[src/sv/normalized_cross_correlation_defines.svh]
// Assertion macros for the normalized cross-correlation block.
// Included by the top level; expects signals named clock and reset in scope.
`ifndef NORMALIZED_CROSS_CORRELATION_DEFINES_SVH
`define NORMALIZED_CROSS_CORRELATION_DEFINES_SVH

// Same-cycle implication, disabled during reset.
`define NCC_ASSERT_IMP(label, ante, cons, msg) \
   label: assert property (@(posedge clock) disable iff (reset) (ante) |-> (cons)) \
      else $error(msg);

// Next-cycle implication, disabled during reset.
`define NCC_ASSERT_NXT(label, ante, cons, msg) \
   label: assert property (@(posedge clock) disable iff (reset) (ante) |=> (cons)) \
      else $error(msg);

`endif

[src/sv/ncc_pkg.sv]
// Shared types, constants and width helpers of the normalized cross-correlation block.
// No dependencies.
package ncc_pkg;

   localparam int CFG_W     = 11;
   localparam int PIX_W     = 8;
   localparam int SCORE_W   = 16;
   localparam int LIMB_W    = 32;
   localparam int QUO_W     = 33;
   localparam int ROOT_W    = 17;
   localparam int CSR_IDX_W = 2;

   localparam logic [CFG_W-1:0]   ROW_LENGTH_RST  = 11'd16;
   localparam logic [CFG_W-1:0]   ROW_COUNT_RST   = 11'd16;
   localparam logic [CFG_W-1:0]   SAMPLE_STEP_RST = 11'd1;
   localparam logic [SCORE_W-1:0] SCORE_MAX       = 16'h7FFF;

   typedef enum logic [CSR_IDX_W-1:0] {
      CSR_ROW_LENGTH  = 2'd0,
      CSR_ROW_COUNT   = 2'd1,
      CSR_SAMPLE_STEP = 2'd2
   } csr_index_type;

   typedef enum logic [2:0] {
      BK_IDLE,
      BK_MUL_ISSUE,
      BK_MUL_WAIT,
      BK_DIV,
      BK_SQRT,
      BK_OUT
   } back_state_type;

   // Order of the products formed per window.
   typedef enum logic [2:0] {
      STEP_N_TT,
      STEP_T_T,
      STEP_N_II,
      STEP_I_I,
      STEP_N_TI,
      STEP_T_I,
      STEP_VAR,
      STEP_COV
   } mul_step_type;

   typedef struct packed {
      logic full;
      logic empty;
   } fifo_status_type;

   function automatic int cnt_width(input int max_dim);
      return $clog2(max_dim * max_dim + 1);
   endfunction

   function automatic int sum_width(input int max_dim);
      int cw;
      cw = $clog2(max_dim * max_dim + 1);
      return cw + 2 * (cw + PIX_W) + 3 * (cw + 2 * PIX_W);
   endfunction

endpackage

[src/sv/ncc_fifo.sv]
// Two-entry queue that carries window sum records from the front end to the back end.
// Depends on ncc_pkg for the status struct.
module ncc_fifo #(
   parameter int W = 8
) (
   input  logic                     clock,
   input  logic                     reset,
   input  logic                     push,
   input  logic [W-1:0]             push_data,
   input  logic                     pop,
   output logic [W-1:0]             pop_data,
   output ncc_pkg::fifo_status_type status
);
   import ncc_pkg::*;

   logic [W-1:0] mem_ff [2];
   logic         wr_ptr_ff, rd_ptr_ff;
   logic [1:0]   count_ff;

   assign pop_data     = mem_ff[rd_ptr_ff];
   assign status.full  = (count_ff == 2'd2);
   assign status.empty = (count_ff == 2'd0);

   always_ff @(posedge clock) begin
      if (push) begin
         mem_ff[wr_ptr_ff] <= push_data;
      end
   end

   always_ff @(posedge clock) begin
      if (reset) begin
         wr_ptr_ff <= 1'b0;
         rd_ptr_ff <= 1'b0;
         count_ff  <= 2'd0;
      end else begin
         if (push) begin
            wr_ptr_ff <= ~wr_ptr_ff;
         end
         if (pop) begin
            rd_ptr_ff <= ~rd_ptr_ff;
         end
         priority if (push && !pop) begin
            count_ff <= count_ff + 2'd1;
         end else if (pop && !push) begin
            count_ff <= count_ff - 2'd1;
         end
      end
   end

endmodule

[config.mk]
export PLATFORM = sky130hd
export DESIGN_NAME = ncc_fifo
export DESIGN_NICKNAME = d
export VERILOG_FILES = /design/src/sv/normalized_cross_correlation_defines.svh /design/src/sv/ncc_pkg.sv /design/src/sv/ncc_fifo.sv
export SDC_FILE = /design/constraint.sdc
export NUM_CORES = 1
export LEC_CHECK = 0
export ABC_AREA = 1
export BUFFER_PORTS_ARGS = -buffer_cell sky130_fd_sc_hd__buf_4
export CAP_MARGIN = 20
export CORE_MARGIN = 8
export CORE_UTILIZATION = 50
export CTS_BUF_LIST = sky130_fd_sc_hd__clkbuf_16
export DETAILED_ROUTE_END_ITERATION = 8
export PLACE_DENSITY = 0.77
export SLEW_MARGIN = 30
export SYNTH_ARGS = -nofsm -noshare
export SYNTH_HDL_FRONTEND = slang
export SYNTH_SLANG_ARGS = --single-unit
[constraint.sdc]
create_clock -name clock -period 1.7 [get_ports clock]
set_clock_uncertainty 0.05 [all_clocks]
set_input_delay 0.34 -clock clock [delete_from_list [all_inputs] [get_ports clock]]
set_output_delay 0.34 -clock clock [all_outputs]
set_load 0.01 [all_outputs]
==> results of run 1 <==
## worst max-delay path by stage
stage              from          end  slack [ns]  depth (start not counted)
3_3_place_gp   register  pop_data[6]        0.27                          2
2_1_floorplan  register  pop_data[0]        0.53                          2
5_1_grt        register  pop_data[6]         0.1                          2
3_5_place_dp   register  pop_data[5]        0.27                          2
4_1_cts        register  pop_data[5]      0.0004                          2
6_report       register  pop_data[6]        0.14                          2
## state kept, by name, summed over array words and instances (netlist names), named ones only
name and cells:
rd_ptr_ff 1, count_ff 2, mem_ff 16, wr_ptr_ff 1
## final cells by class
| cell class | instances | area share [%] |
|---|---|---|
| clock buffer | 3 | 7.05 |
| clock inverter | 1 | 0.353 |
| inverter | 9 | 3.17 |
| multi-input combinational | 27 | 17.4 |
| sequential | 21 | 54.6 |
| tap | 16 | 1.88 |
| timing repair buffer | 22 | 15.5 |
## cells in the final DEF (no fill, tap or decap)
master     Yosys  layout
nor2_1         7       7
ha_1           1       1
nor3_1         1       1
mux2_2         8       8
inv_1          8       9
dfxtp_1        5       4
edfxtp_1      16      16
nand3_1        1       1
nand2_1        4       4
nand4_1        1       1
o21ai_0        1       1
dfxtp_2        0       1
clkbuf_16      0       3
a21oi_1        1       1
nand2_2        1       1
xnor2_1        1       1
buf_4          0      22
inv_2          1       1
## through the flow
stage	util [%]	hold WS, ns	std cells	total power, mW	setup slack (ns)
final	70.7	0.217	99	1.23	0.141
after global routing	70.7	0.215	99	1.29	0.0991
after CTS	70.6	0.222	99	1.25	0.000370
after detailed placement	65.4	0.457	95	0.774	0.266
after global placement	65.4	0.448	95	0.768	0.267
after floorplan	-	0.362	58	0.697	0.534
## cells by family after synthesis
logic type / Yosys count / synth area share (%)
buffers and inverters: 10 / 5.56
multiplexers: 8 / 11.1
adder cells (fa/ha/maj): 1 / 1.54
AO/OA/AOI/OAI: 2 / 1.23
flip-flops: 21 / 71.6
XOR/XNOR: 1 / 1.08
AND/OR/NAND/NOR: 15 / 7.87
## metal layers
| layer | up-vias | global-route usage, % |
|---|---|---|
| met2 | 13 | 16.2 |
| met4 | 0 | 4.12 |
| met5 | - | 0 |
| met1 | 219 | 8.87 |
| met3 | 4 | 4.94 |
| li1 | 248 | - |
## power breakdown
| group | total, mW | switching [mW] | leakage, nW | internal (mW) |
|---|---|---|---|---|
| registers | 0.608 | 0.0188 | 0.192 | 0.589 |
| logic | 0.154 | 0.0689 | 0.224 | 0.0849 |
| clock network | 0.471 | 0.159 | 0.0423 | 0.312 |
==> flow_summary.ini, run 1 <==
[placed_design]
dp_hpwl_mm = 1.05
port_buffers = 21
place_congestion = 0.717
post_dp_cell_area_um2 = 985

[critical_path]
critPathMaxFanout = 8
startpoint_type = register
r2r-start = wr_ptr_ff$_SDFFE_PP0P_
crit_type = reg2out
crit_slowest_cell = dfxtp_2
crit_family = flip-flops
worstPathRequired_ns = 1.31
arrival_ns = 1.17
end_kind = output port
cp_num_buf_inv = 1
max_stage_delay_ns = 0.42
r2r_slack_ns = 0.55
r2r-end = mem_ff[0][5]$_DFFE_PP_
reg2reg_depth = 2
cp_cell_sequence = mux2_2 -> buf_4

[die]
start_util_pct = 53.8
die_area_mm2 = 0.00317
fp-row-count = 14
core-area_mm2 = 0.00151
die_y_um = 56.3
die_w_um = 56.3
ioPinCount = 22

[flow_run]
maxCapViolations = 0

[clock_network]
cts_setup_buffers = 0
cts_tree = built
ctsRootBufferMaster = clkbuf_16
cts-buffers-inserted = 3
cts_resized = 0
clock-sinks = 21
clk_pin_slew_worst_paths_ns = 0.05
clk_latency_ns = 0.25
cts-htree-levels = 1
cts_buffer_depth = 2
postCtsHoldBufs = 0

[synthesis]
syn_nets = 71
synth-warning-count = 0
synthCells = 58
synth_seq_cells = 21
synth_most_common_cell = edfxtp_1
synth_ff_type = edfxtp_1
synth_area_per_cell_um2 = 14.0
ys_seq_area_share_pct = 71.6
yosys.area.top_type = edfxtp_1
syn-cell-area_um2 = 811
netlist_top_cells_count = edfxtp_1, inv_1, mux2_2
yosys.cell_types.count = 16
synth_top_area_share_pct = 59.3
synth_edf_count = 16
synth-async-reset-ratio_pct = 0
yosys-top-cells-area = edfxtp_1, dfxtp_1, mux2_2

[sta]
drv_slew = 0
finalSetupViolCount = 0
rsz0062_at_grt = no
max_freq_ghz = 0.642
period_minus_slack_ns = 1.56
slew-limit-headroom_pct = 77.1
period_share_pct = 91.7
worst_pin_slew_ns = 0.342
hold_viol = 0
setup-tns-final_ns = 0

[routing]
wl_met1_um = 568
wl_met2_um = 715
first_pass_iters = 4
vias_per_cell = 4.89
wl_per_cell_um = 14.0
drt_iter0_markers = 10
final_antenna_net_count = 0
wl_met3_um = 77
vias = 484
wl_mm = 1.38
drc_errors = 0
top_layer_used = met4

[grt]
overflow = 0
grt_pass1_vias = 542
antenna_found_initial = 0
grt_max_degree = 12
track_usage_pct = 9.32
grt_pass1_wl_mm = 2.33

[cells_and_area]
areaGrowthSynthToFinish_pct = 31.3
drive_above_1_share_pct = 43.4
multi_input_area_um2 = 185
seq_area_um2 = 582
postLayoutCellArea_mm2 = 0.00106
final.fill_count = 110
n_antenna_cell = 0
fin_nets = 97

[hold_path]
hold_path.class = in2reg
min_from = reset
min_path_cells = 2

[pwr]
p_per_area_mw_per_mm2 = 1160
vdd_drop_max_mv = 1.12
p_leak_nw = 0.458

[outcome]
status = complete, no violations
Note: power is estimated with default switching activity, not from simulation.
==> inputs of run 2 (changes only) <==
Settings changed: GPL_TIMING_DRIVEN set to 0.
==> run 2 against run 1 <==
  * First-iteration DRC count is 40% lower
  * Non-clock buffer count stayed put
  * Die area stayed put
  * Wire length is 1.7% lower
  * Final area is 0.59% higher
  * Combinational power is 6% higher
  * Clock-buffer cell count stayed put
  * Clock power is 3% higher
  * Global-route usage is 0.48 points lower
  * Worst hold slack better by 0.0040 ns
  * Largest power group unchanged
==> flow_summary.ini, run 2 (synthesized netlist as in run 1, its figures left out) <==
[die]
core-area_mm2 = 0.00151
die_w_um = 56.3
fp-row-count = 14
die_area_mm2 = 0.00317
start_util_pct = 53.8
die_y_um = 56.3
ioPinCount = 22

[grt]
grt_pass1_wl_mm = 2.32
overflow = 0
antenna_found_initial = 0
grt_max_degree = 14
track_usage_pct = 8.84
grt_pass1_vias = 559

[cells_and_area]
top_register = mem_ff
largest_reg_flops = 16
final-instance-count-excl-fill = 99
postLayoutCellArea_mm2 = 0.00107
final_common_cell = buf_4
n_antenna_cell = 0
top_regs = mem_ff (16), count_ff (2)
drive_above_1_share_pct = 43.4
fin_nets = 97
areaGrowthSynthToFinish_pct = 32.1
final_cell_mix = buf_4, edfxtp_1, mux2_2, inv_1, nor2_1

[routing]
vias = 505
wl_per_cell_um = 13.7
wl_mm = 1.36
top_layer_used = met3
wl_met3_um = 77
first_pass_iters = 4
final_antenna_net_count = 0
wl_met1_um = 538
drt_iter0_markers = 6
wl_met2_um = 745
drc_errors = 0
vias_per_cell = 5.10

[placed_design]
dpl.cell_count = 95
place_congestion = 0.648
dp_slack_ns = 0.222
post_dp_cell_area_um2 = 988
dp_hpwl_mm = 1.03
port_buffers = 21

[sta]
hold_viol = 0
setup_slack_ns = 0.120
max_freq_ghz = 0.633
finalSetupViolCount = 0
worst_pin_slew_ns = 0.712
slew-limit-headroom_pct = 52.4
drv_slew = 0
period_minus_slack_ns = 1.58
setup-tns-final_ns = 0
rsz0062_at_grt = no
period_share_pct = 92.9

[critical_path]
arrival_ns = 1.19
end_kind = output port
startpoint_type = register
cp_cell_sequence = buf_6 -> mux2_2 -> buf_4
worstPathRequired_ns = 1.31
r2r-start = wr_ptr_ff$_SDFFE_PP0P_
reg2reg_depth = 1
crit_type = reg2out
r2r_slack_ns = 0.40
critPathMaxFanout = 8
max_stage_delay_ns = 0.34
crit_end = pop_data[6]
r2r-end = mem_ff[0][3]$_DFFE_PP_
crit_slowest_cell = mux2_2

[clock_network]
cts_buffer_depth = 2
cts-htree-levels = 1
cts_tree = built
clock-sinks = 21
cts_resized = 0
postCtsHoldBufs = 0
clk_latency_ns = 0.25
cts-buffers-inserted = 3
ctsRootBufferMaster = clkbuf_16
clk_pin_slew_worst_paths_ns = 0.06
cts_setup_buffers = 0

[pwr]
p_total_mw = 1.25
p_per_area_mw_per_mm2 = 1170
p_leak_nw = 0.454
vdd_drop_max_mv = 0.871

[outcome]
status = complete, no violations

[flow_run]
maxCapViolations = 0

[hold_path]
hold_path.class = in2reg
-- run 2: how the worst min path moves through the flow --
stage | from | to | slack [ns] | depth (start not counted)
finish | reset | rd_ptr_ff$_SDFFE_PP0P_ | 0.22 | 2
global route | push_data[4] | mem_ff[1][4]$_DFFE_PP_ | 0.22 | 1
CTS | reset | rd_ptr_ff$_SDFFE_PP0P_ | 0.22 | 2
detailed placement | wr_ptr_ff$_SDFFE_PP0P_ | wr_ptr_ff$_SDFFE_PP0P_ | 0.45 | 2
global placement | wr_ptr_ff$_SDFFE_PP0P_ | wr_ptr_ff$_SDFFE_PP0P_ | 0.45 | 2
floorplan | reset | register | 0.36 | 1
-- run 2: stage by stage --
stage | hold WS [ns] | utilization (%)
after floorplan | 0.362 | -
after global placement | 0.449 | 65.6
after detailed placement | 0.453 | 65.6
after CTS | 0.220 | 71.1
after global routing | 0.219 | 71.1
final | 0.221 | 71.1
-- run 2: final cells by class --
cell class / count / area [µm²]
Clock buffer: 3 / 75.1
Sequential cell: 21 / 581
Fill cell: 105 / 435
Buffer: 1 / 11.3
Tap cell: 16 / 20.0
Multi-Input combinational cell: 27 / 185
Inverter: 9 / 33.8
Timing Repair Buffer: 21 / 158
Clock inverter: 1 / 7.51
-- run 2: layer usage --
metal | vias to the layer above | global-route usage [%]
li1 | 248 | -
met5 | - | 0
met4 | 0 | 2.06
met2 | 14 | 16.5
met3 | 0 | 3.60
met1 | 243 | 8.81
-- run 2: worst max-delay path, delay by kind of cell (launching register included) --
kind                   cells  cell delay [ns]
buffers and inverters      2             0.28
flip-flops                 1             0.32
multiplexers               1             0.34
-- run 2: power by group --
group          leakage, nW  total [mW]  switching [mW]  internal, mW
registers            0.192       0.601          0.0128         0.588
logic                0.225       0.164          0.0765        0.0873
clock network       0.0371       0.486           0.169         0.317
